## config.mk

```make
export PLATFORM = sky130hd
export DESIGN_NAME = i2c_master_byte_engine_core
export DESIGN_NICKNAME = d
export VERILOG_FILES = /design/src/rtl/i2cm_pkg.sv /design/src/rtl/i2cm_front.sv /design/src/rtl/i2cm_back.sv /design/src/rtl/i2c_master_byte_engine_core.sv
export SDC_FILE = /design/constraint.sdc
export NUM_CORES = 1
export LEC_CHECK = 0
export BUFFER_PORTS_ARGS = -buffer_cell sky130_fd_sc_hd__buf_2
export CAP_MARGIN = 10
export CORE_MARGIN = 3
export CORE_UTILIZATION = 30
export DETAILED_ROUTE_END_ITERATION = 8
export SYNTH_ARGS = -nofsm -noshare
export SYNTH_HDL_FRONTEND = slang
export SYNTH_SLANG_ARGS = --single-unit
export TNS_END_PERCENT = 1
```

## constraint.sdc

```tcl
create_clock -name clk_i -period 6.7 [get_ports clk_i]
set_input_delay 1.34 -clock clk_i [delete_from_list [all_inputs] [get_ports clk_i]]
set_output_delay 1.34 -clock clk_i [all_outputs]
set_load 0.05 [all_outputs]
```

## src/rtl/i2cm_pkg.sv

```systemverilog
// Shared types and constants of the I2C master byte engine.
// No dependencies; imported by the front, the back end and the top level.
package i2cm_pkg;

  // Command codes carried in the action field; CMD_IDLE and the unlisted codes are ticks
  localparam logic [2:0] CMD_IDLE      = 3'd0;
  localparam logic [2:0] CMD_START     = 3'd1;
  localparam logic [2:0] CMD_STOP      = 3'd2;
  localparam logic [2:0] CMD_WRITE     = 3'd3;
  localparam logic [2:0] CMD_READ_ACK  = 3'd4;
  localparam logic [2:0] CMD_READ_NACK = 3'd5;

  // Status codes
  localparam logic [1:0] ST_OK         = 2'd0;
  localparam logic [1:0] ST_START_FAIL = 2'd1;
  localparam logic [1:0] ST_NO_ACK     = 2'd2;
  localparam logic [1:0] ST_REJECTED   = 2'd3;

  // Configuration register indexes
  localparam logic [1:0] CFG_PHASE_TICKS   = 2'd0;
  localparam logic [1:0] CFG_WRITE_PROTECT = 2'd1;

  localparam logic [15:0] PHASE_TICKS_RST = 16'd100;

  // Request after classification, as held in the queue
  typedef struct packed {
    logic       is_cmd;
    logic [2:0] cmd;
    logic [7:0] tx_byte;
    logic       sda_in;
  } item_t;

  // Configuration seen by the back end
  typedef struct packed {
    logic [15:0] phase_ticks;
    logic        write_protect;
  } cfg_t;

  // One result
  typedef struct packed {
    logic       scl_out;
    logic       sda_out;
    logic       busy_res;
    logic       done_res;
    logic [1:0] status;
    logic [7:0] rx_byte;
    logic       wp_out;
  } result_t;

endpackage

```

## src/rtl/i2cm_front.sv

```systemverilog
// Front of the I2C master byte engine: classifies each request as tick or
// command and holds it in a short queue. Depends on i2cm_pkg.
module i2cm_front import i2cm_pkg::*; #(
  parameter int unsigned Depth = 2
) (
  input  logic       clk_i,
  input  logic       rst_ni,
  input  logic       in_valid_i,
  output logic       in_ready_o,
  input  logic [2:0] action_i,
  input  logic [7:0] tx_byte_i,
  input  logic       sda_in_i,
  output logic       item_valid_o,
  output item_t      item_o,
  input  logic       item_pop_i
);

  localparam int unsigned PtrW = (Depth > 1) ? $clog2(Depth) : 1;
  localparam int unsigned CntW = $clog2(Depth + 1);

  item_t              entries_q [Depth];
  logic [PtrW-1:0]    wr_ptr_q, wr_ptr_d;
  logic [PtrW-1:0]    rd_ptr_q, rd_ptr_d;
  logic [CntW-1:0]    count_q, count_d;
  logic               push, pop;
  item_t              item_new;

  // Actions outside the command range act as ticks
  always_comb begin
    item_new.is_cmd  = (action_i >= CMD_START) && (action_i <= CMD_READ_NACK);
    item_new.cmd     = action_i;
    item_new.tx_byte = tx_byte_i;
    item_new.sda_in  = sda_in_i;
  end

  assign in_ready_o   = (count_q != CntW'(Depth));
  assign item_valid_o = (count_q != '0);
  assign item_o       = entries_q[rd_ptr_q];
  assign push         = in_valid_i && in_ready_o;
  assign pop          = item_pop_i && item_valid_o;

  always_comb begin
    wr_ptr_d = wr_ptr_q;
    rd_ptr_d = rd_ptr_q;
    count_d  = count_q;
    if (push) begin
      wr_ptr_d = (wr_ptr_q == PtrW'(Depth - 1)) ? '0 : wr_ptr_q + 1'b1;
    end
    if (pop) begin
      rd_ptr_d = (rd_ptr_q == PtrW'(Depth - 1)) ? '0 : rd_ptr_q + 1'b1;
    end
    if (push && !pop) begin
      count_d = count_q + 1'b1;
    end else if (pop && !push) begin
      count_d = count_q - 1'b1;
    end
  end

  always_ff @(posedge clk_i or negedge rst_ni) begin
    if (!rst_ni) begin
      wr_ptr_q <= '0;
      rd_ptr_q <= '0;
      count_q  <= '0;
    end else begin
      wr_ptr_q <= wr_ptr_d;
      rd_ptr_q <= rd_ptr_d;
      count_q  <= count_d;
    end
  end

  always_ff @(posedge clk_i) begin
    if (push) begin
      entries_q[wr_ptr_q] <= item_new;
    end
  end

endmodule

```

## src/rtl/i2cm_back.sv

```systemverilog
// Back end of the I2C master byte engine: runs the bus phase sequencer one request
// per cycle unless the result stalls, and holds the result register. Depends on i2cm_pkg.
module i2cm_back import i2cm_pkg::*; (
  input  logic    clk_i,
  input  logic    rst_ni,
  input  logic    item_valid_i,
  input  item_t   item_i,
  output logic    item_pop_o,
  input  cfg_t    cfg_i,
  output logic    out_valid_o,
  input  logic    out_ready_i,
  output result_t result_o
);

  localparam logic [4:0] STEP_WR_ACK_LOW = 5'd24;
  localparam logic [4:0] STEP_WR_ACK_REL = 5'd25;
  localparam logic [4:0] STEP_WR_SAMPLE  = 5'd26;
  localparam logic [4:0] STEP_RD_BITS    = 5'd16;
  localparam logic [4:0] STEP_RD_ACK_DRV = 5'd17;
  localparam logic [4:0] STEP_RD_ACK_SCL = 5'd18;
  localparam logic [4:0] STEP_RD_LAST    = 5'd19;
  localparam logic [1:0] SUB_LAST        = 2'd2;

  // Index of the final phase of each command
  function automatic logic [4:0] last_step(input logic [2:0] cmd);
    case (cmd)
      CMD_START:     last_step = 5'd2;
      CMD_STOP:      last_step = 5'd3;
      CMD_WRITE:     last_step = 5'd26;
      CMD_READ_ACK:  last_step = 5'd19;
      CMD_READ_NACK: last_step = 5'd19;
      default:       last_step = 5'd0;
    endcase
  endfunction

  logic [2:0]  cmd_q, cmd_d;
  logic [4:0]  step_q, step_d;
  logic [1:0]  sub_q, sub_d;
  logic [15:0] tick_q, tick_d;
  logic [7:0]  shift_q, shift_d;
  logic        scl_q, scl_d;
  logic        sda_q, sda_d;
  logic [1:0]  status_q, status_d;
  logic [7:0]  rx_q, rx_d;
  logic        out_valid_q;
  result_t     result_q;

  logic        pop;
  logic        done;
  logic        fin;
  logic        enter;
  logic [15:0] limit;
  logic [15:0] tick_inc;

  assign pop        = item_valid_i && (!out_valid_q || out_ready_i);
  assign item_pop_o = pop;
  assign limit      = (cfg_i.phase_ticks == '0) ? 16'd1 : cfg_i.phase_ticks;
  assign tick_inc   = tick_q + 16'd1;

  always_comb begin
    cmd_d    = cmd_q;
    step_d   = step_q;
    sub_d    = sub_q;
    tick_d   = tick_q;
    shift_d  = shift_q;
    scl_d    = scl_q;
    sda_d    = sda_q;
    status_d = status_q;
    rx_d     = rx_q;
    done     = 1'b0;
    fin      = 1'b0;
    enter    = 1'b0;

    if (item_i.is_cmd) begin
      if (cmd_q != CMD_IDLE) begin
        status_d = ST_REJECTED;
      end else begin
        cmd_d    = item_i.cmd;
        step_d   = '0;
        sub_d    = '0;
        tick_d   = '0;
        status_d = ST_OK;
        if (item_i.cmd == CMD_WRITE) begin
          shift_d = item_i.tx_byte;
        end
        if (item_i.cmd == CMD_READ_ACK || item_i.cmd == CMD_READ_NACK) begin
          shift_d = '0;
          sda_d   = 1'b1;
        end
        enter = 1'b1;
      end
    end else if (cmd_q != CMD_IDLE) begin
      tick_d = tick_inc;
      if (tick_inc >= limit) begin
        tick_d = '0;
        // close the current phase
        case (cmd_q)
          CMD_START: begin
            if ((step_q == 5'd0 && !item_i.sda_in) || (step_q == 5'd1 && item_i.sda_in)) begin
              status_d = ST_START_FAIL;
              fin      = 1'b1;
            end
          end
          CMD_WRITE: begin
            if (step_q < STEP_WR_ACK_LOW && sub_q == SUB_LAST) begin
              shift_d = {shift_q[6:0], 1'b0};
            end else if (step_q == STEP_WR_SAMPLE) begin
              status_d = item_i.sda_in ? ST_NO_ACK : ST_OK;
              scl_d    = 1'b0;
            end
          end
          CMD_READ_ACK, CMD_READ_NACK: begin
            if (step_q < STEP_RD_BITS && step_q[0]) begin
              shift_d = {shift_q[6:0], item_i.sda_in};
            end
            if (step_q == STEP_RD_LAST) begin
              rx_d = shift_q;
            end
          end
          default: ;
        endcase
        if (step_q == last_step(cmd_q)) begin
          fin = 1'b1;
        end
        if (fin) begin
          cmd_d  = CMD_IDLE;
          step_d = '0;
          done   = 1'b1;
        end else begin
          step_d = step_q + 5'd1;
          sub_d  = (sub_q == SUB_LAST) ? 2'd0 : sub_q + 2'd1;
          enter  = 1'b1;
        end
      end
    end

    // open the next phase: set the line it drives
    if (enter) begin
      case (cmd_d)
        CMD_START: begin
          if (step_d == 5'd0) begin
            sda_d = 1'b1;
            scl_d = 1'b1;
          end else begin
            sda_d = 1'b0;
          end
        end
        CMD_STOP: begin
          if (step_d == 5'd0) begin
            scl_d = 1'b0;
          end else if (step_d == 5'd1) begin
            sda_d = 1'b0;
          end else if (step_d == 5'd2) begin
            scl_d = 1'b1;
          end else begin
            sda_d = 1'b1;
          end
        end
        CMD_WRITE: begin
          if (step_d < STEP_WR_ACK_LOW) begin
            if (sub_d == 2'd0) begin
              scl_d = 1'b0;
            end else if (sub_d == 2'd1) begin
              sda_d = shift_d[7];
            end else begin
              scl_d = 1'b1;
            end
          end else if (step_d == STEP_WR_ACK_LOW) begin
            scl_d = 1'b0;
          end else if (step_d == STEP_WR_ACK_REL) begin
            sda_d = 1'b1;
          end else begin
            scl_d = 1'b1;
          end
        end
        CMD_READ_ACK, CMD_READ_NACK: begin
          if (step_d < STEP_RD_BITS) begin
            scl_d = step_d[0];
          end else if (step_d == STEP_RD_BITS) begin
            scl_d = 1'b0;
          end else if (step_d == STEP_RD_ACK_DRV) begin
            sda_d = (cmd_d != CMD_READ_ACK);
          end else if (step_d == STEP_RD_ACK_SCL) begin
            scl_d = 1'b1;
          end else begin
            scl_d = 1'b0;
          end
        end
        default: ;
      endcase
    end
  end

  always_ff @(posedge clk_i or negedge rst_ni) begin
    if (!rst_ni) begin
      cmd_q       <= CMD_IDLE;
      step_q      <= '0;
      sub_q       <= '0;
      tick_q      <= '0;
      shift_q     <= '0;
      scl_q       <= 1'b1;
      sda_q       <= 1'b1;
      status_q    <= ST_OK;
      rx_q        <= '0;
      out_valid_q <= 1'b0;
    end else begin
      if (pop) begin
        cmd_q    <= cmd_d;
        step_q   <= step_d;
        sub_q    <= sub_d;
        tick_q   <= tick_d;
        shift_q  <= shift_d;
        scl_q    <= scl_d;
        sda_q    <= sda_d;
        status_q <= status_d;
        rx_q     <= rx_d;
      end
      if (pop) begin
        out_valid_q <= 1'b1;
      end else if (out_ready_i) begin
        out_valid_q <= 1'b0;
      end
    end
  end

  always_ff @(posedge clk_i) begin
    if (pop) begin
      result_q.scl_out  <= scl_d;
      result_q.sda_out  <= sda_d;
      result_q.busy_res <= (cmd_d != CMD_IDLE);
      result_q.done_res <= done;
      result_q.status   <= status_d;
      result_q.rx_byte  <= rx_d;
      result_q.wp_out   <= cfg_i.write_protect;
    end
  end

  assign out_valid_o = out_valid_q;
  assign result_o    = result_q;

endmodule

```

## src/rtl/i2c_master_byte_engine_core.sv

```systemverilog
// Top level of the I2C master byte engine: configuration registers, the
// classifying front with its queue, and the phase sequencer. Uses i2cm_pkg.
//
// Every request, tick or command, yields exactly one result. The block
// sustains one request per clock: the phase sequencer updates its state for
// each request it pops, so the only limits are the queue between front and
// back (QueueDepth entries, two by default) and the one-entry result register.
// An accepted request enters the queue, and its result is registered when
// the sequencer pops it; back-pressure on the result fills the queue,
// after which in_ready_o drops. Each bus phase lasts phase_ticks tick requests
// (zero acts as one) and SDA is taken from the tick that ends a phase. A
// command that arrives while another runs is rejected with status 3 and does
// not advance the sequence. Write configuration only while the block is idle.
module i2c_master_byte_engine_core import i2cm_pkg::*; #(
  parameter int unsigned QueueDepth = 2
) (
  input  logic        clk_i,
  input  logic        rst_ni,
  // request channel
  input  logic        in_valid_i,
  output logic        in_ready_o,
  input  logic [2:0]  action_i,
  input  logic [7:0]  tx_byte_i,
  input  logic        sda_in_i,
  // result channel
  output logic        out_valid_o,
  input  logic        out_ready_i,
  output logic        scl_out_o,
  output logic        sda_out_o,
  output logic        busy_res_o,
  output logic        done_res_o,
  output logic [1:0]  status_o,
  output logic [7:0]  rx_byte_o,
  output logic        wp_out_o,
  // configuration write channel
  input  logic        cfg_valid_i,
  output logic        cfg_ready_o,
  input  logic [1:0]  cfg_index_i,
  input  logic [15:0] cfg_data_i
);

  logic [15:0] phase_ticks_q;
  logic        write_protect_q;
  cfg_t        cfg;
  logic        item_valid;
  item_t       item;
  logic        item_pop;
  result_t     result;

  // Always take configuration writes; indexes beyond the list are dropped
  assign cfg_ready_o = 1'b1;

  always_ff @(posedge clk_i or negedge rst_ni) begin
    if (!rst_ni) begin
      phase_ticks_q   <= PHASE_TICKS_RST;
      write_protect_q <= 1'b0;
    end else if (cfg_valid_i) begin
      if (cfg_index_i == CFG_PHASE_TICKS) begin
        phase_ticks_q <= cfg_data_i;
      end else if (cfg_index_i == CFG_WRITE_PROTECT) begin
        write_protect_q <= cfg_data_i[0];
      end
    end
  end

  assign cfg.phase_ticks   = phase_ticks_q;
  assign cfg.write_protect = write_protect_q;

  // Classify and queue requests
  i2cm_front #(
    .Depth (QueueDepth)
  ) u_front (
    .clk_i        (clk_i),
    .rst_ni       (rst_ni),
    .in_valid_i   (in_valid_i),
    .in_ready_o   (in_ready_o),
    .action_i     (action_i),
    .tx_byte_i    (tx_byte_i),
    .sda_in_i     (sda_in_i),
    .item_valid_o (item_valid),
    .item_o       (item),
    .item_pop_i   (item_pop)
  );

  // Advance the bus phase sequencer and register the result
  i2cm_back u_back (
    .clk_i        (clk_i),
    .rst_ni       (rst_ni),
    .item_valid_i (item_valid),
    .item_i       (item),
    .item_pop_o   (item_pop),
    .cfg_i        (cfg),
    .out_valid_o  (out_valid_o),
    .out_ready_i  (out_ready_i),
    .result_o     (result)
  );

  assign scl_out_o  = result.scl_out;
  assign sda_out_o  = result.sda_out;
  assign busy_res_o = result.busy_res;
  assign done_res_o = result.done_res;
  assign status_o   = result.status;
  assign rx_byte_o  = result.rx_byte;
  assign wp_out_o   = result.wp_out;

endmodule

```

==> reports/qor.yml <==
outcome:
  outcome: "finished, final reports clean"
die:
  row_count: 51
  die_x_um: 147.3
  die_y_um: 147.3
  core-area_sq_um: 19530
  boundaryPins: 53
  start_util_pct: 30.67
  die_area_sq_um: 21700
sta:
  period_minus_slack_ps: 5246
  fin_crit_sh_pct: 78.30
  drv_slew: 0
  hold_viol: 0
  fmax_ghz: 0.1906
  final-setup-viol-count: 0
  final.setup.tns_ps: 0
  max_slew_margin_pct: 22.41
  skew_ps: 9.109
  worst_slew_pin_slew_ps: 1160
  rsz0062_at_grt: "no"
final_layout:
  multi_input_area_sq_um: 2834
  nFillCells: 2004
  fin_util_pct: 34.63
  ff_latch_area_sq_um: 2939
  area_growth_pct: 12.89
  layout_common_cells: "nand2_1 (69), dfrtp_1 (63), o21ai_0 (51), buf_2 (51), edfxtp_1 (41)"
  diodes: 0
  final_common_cell: "nand2_1"
  drive_gt1_share_pct: 20.20
  nets: 668
synth:
  synth_edf_count: 41
  synth.avg_cell_area_sq_um: 10.54
  synth_area_leaders: "dfrtp_1 (26%), edfxtp_1 (21%), ha_1 (5.0%)"
  synthArstFlopShare_pct: 62.39
  synthFlopType: "dfrtp_1"
  yosysUniqueCellTypes: 83
  synthesis.nets: 627
  yosysWarnings: 0
  ys_seq_elements: 109
  synthesis.area_sq_um: 5989
  yosysTopAreaCell: "dfrtp_1"
  synth_cells: 568
  yosys.area.top_type_share_pct: 26.32
  seq_area_frac_synth_pct: 49.07
pwr:
  peakVddDrop_mv: 0.1309
  fin_total_pwr_mw: 2.468
  p_leak_nw: 2.755
  powerDensity_nw_per_um2: 365.0
worst_setup_path:
  timing_worst_setup_path_type: "flop to flop"
  worstPathMaxFanout: 11
  start_kind: "flop"
  crit_path_end_kind: "flop"
  worst-endpoint-arrival_ps: 5550
  critPathRequiredTime_ps: 7000
clocking:
  postCtsHoldBufs: 0
  postCtsSetupRepairBufs: 0
  cts_sinks: 109
  post_cts_resized: 0
  cts.clk_slew.worst_paths_ps: 80
  cts_buffer_depth: 2
  h-tree-depth: 3
  numCtsBuffers: 9
  clk_latency_ps: 370
  cts_tree: "yes"
  cts-root-buf: "clkbuf_16"
grt:
  grt_antenna_before_repair: 1
  grt_pass1_wl_um: 22090
  grt_overflow_total: 0
  grt_max_degree: 69
  grt_usage_pct: 12.90
  grt_pass1_vias: 4137
routing:
  dr.pass1.iters: 5
  drt-total-wl_um: 13640
  ant_nets: 0
  drcViolationCount: 0
  vias: 4412
  first_iter_violations: 271
  avgViaCountPerCell: 5.019
  wire_per_inst_um: 15.51
placement:
  dp_hpwl_um: 9663
  routabilityCongestion: 0.9154
  port-buffer-count: 51
flow_run:
  drv_cap: 0
worst_hold_path:
  hold_class: "flop to flop"
[layout make-up]
| cell class | count | share of cell area, % |
|---|---|---|
| clock buffer | 10 | 3.386 |
| clock inverter | 6 | 0.6662 |
| inverter | 24 | 1.332 |
| multi-input combinational | 409 | 41.91 |
| sequential | 109 | 43.47 |
| tap | 265 | 4.904 |
| timing repair buffer | 56 | 4.330 |
[stage by stage]
stage | area [sq um] | hold WS (ps) | setup WS [ps] | std cells
after floorplan | 5989 | 419.4 | 2727 | 568
after global placement | 6487 | 479.9 | 1726 | 863
after detailed placement | 6487 | 489.0 | 1552 | 863
after CTS | 6761 | 499.0 | 1508 | 879
after global routing | 6761 | 504.1 | 1059 | 879
final | 6761 | 484.5 | 1454 | 879
[Yosys cell counts (all sizes together) (13+ instances only)]
| cell type | number |
|---|---|
| a21oi | 20 |
| a22o | 14 |
| buf | 13 |
| clkbuf | 13 |
| dfrtp | 63 |
| edfxtp | 41 |
| ha | 24 |
| inv | 24 |
| mux2 | 25 |
| nand2 | 69 |
| nand3 | 13 |
| nor2 | 37 |
| nor3 | 13 |
| o21ai | 54 |
[power by group]
| group | switching [mW] | internal, mW | leakage (nW) | total (mW) |
|---|---|---|---|---|
| registers | 0.112 | 0.864 | 1.27 | 0.976 |
| logic | 0.666 | 0.310 | 1.35 | 0.976 |
| clock network | 0.260 | 0.256 | 0.134 | 0.516 |
[state kept, by name (all words and copies together) (netlist names), 2 cells and up]
name,cells
u_front.count_q,2
u_back.step_q,5
u_back.sub_q,2
u_back.status_q,2
u_back.rx_q,8
u_back.cmd_q,3
phase_ticks_q,16
u_back.shift_q,8
u_front.entries_q,26
u_back.tick_q,16
u_back.result_o,15
[worst max-delay path, stage by stage (launching register included)]
cell and delay [ps]:
dfrtp_1 440, ha_1 250, nand3_1 160, nor3_1 420, nand3_1 160, xnor2_1 170
ha_1 310, nand4_1 110, nor2_1 130, o2111ai_1 150, o21ai_1 750, nand2_1 400
o311ai_1 770, nor2_1 150, o31ai_1 330, a41oi_2 180, mux2_4 290
[logic make-up after synthesis]
family / after synthesis / share of synthesized area, %
other: 1 / 0.06261
adders and majority gates: 24 / 5.014
AOI/OAI and AO/OA: 145 / 17.36
xor gates and xnor gates: 20 / 2.925
DFF: 109 / 49.07
buffers and inverters: 50 / 3.760
and+or+nand+nor: 182 / 14.98
muxes: 37 / 6.831
[metal layers]
metal | share of wire [%] | vias to the layer above | track usage [%]
met2 | 43 | 104 | 18.80
met4 | 1.5 | 2 | 3.681
li1 | - | 2163 | -
met3 | 5.6 | 17 | 3.393
met5 | 0.051 | - | 0
met1 | 50 | 2126 | 18.91
[worst paths after layout]
kind                                                   start                             end  slack (ps)  depth (start not counted)
max in group asynchronous                             rst_ni  u_front.count_q[1]$_DFFE_PN0P_        4950                          2
min in group asynchronous                             rst_ni   u_back.tick_q[13]$_DFFE_PN0P_        1190                          2
worst max-delay path            u_back.tick_q[0]$_DFFE_PN0P_        u_back.scl_q$_DFFE_PN1P_        1450                         16
worst min-delay path             write_protect_q$_DFFE_PN0P_    u_back.result_o[0]$_DFFE_PP_         480                          0
worst max register to register  u_back.tick_q[0]$_DFFE_PN0P_        u_back.scl_q$_DFFE_PN1P_        1450                         16
worst min register to register   write_protect_q$_DFFE_PN0P_    u_back.result_o[0]$_DFFE_PP_         480                          0
Power figures use the tool's default switching activity.
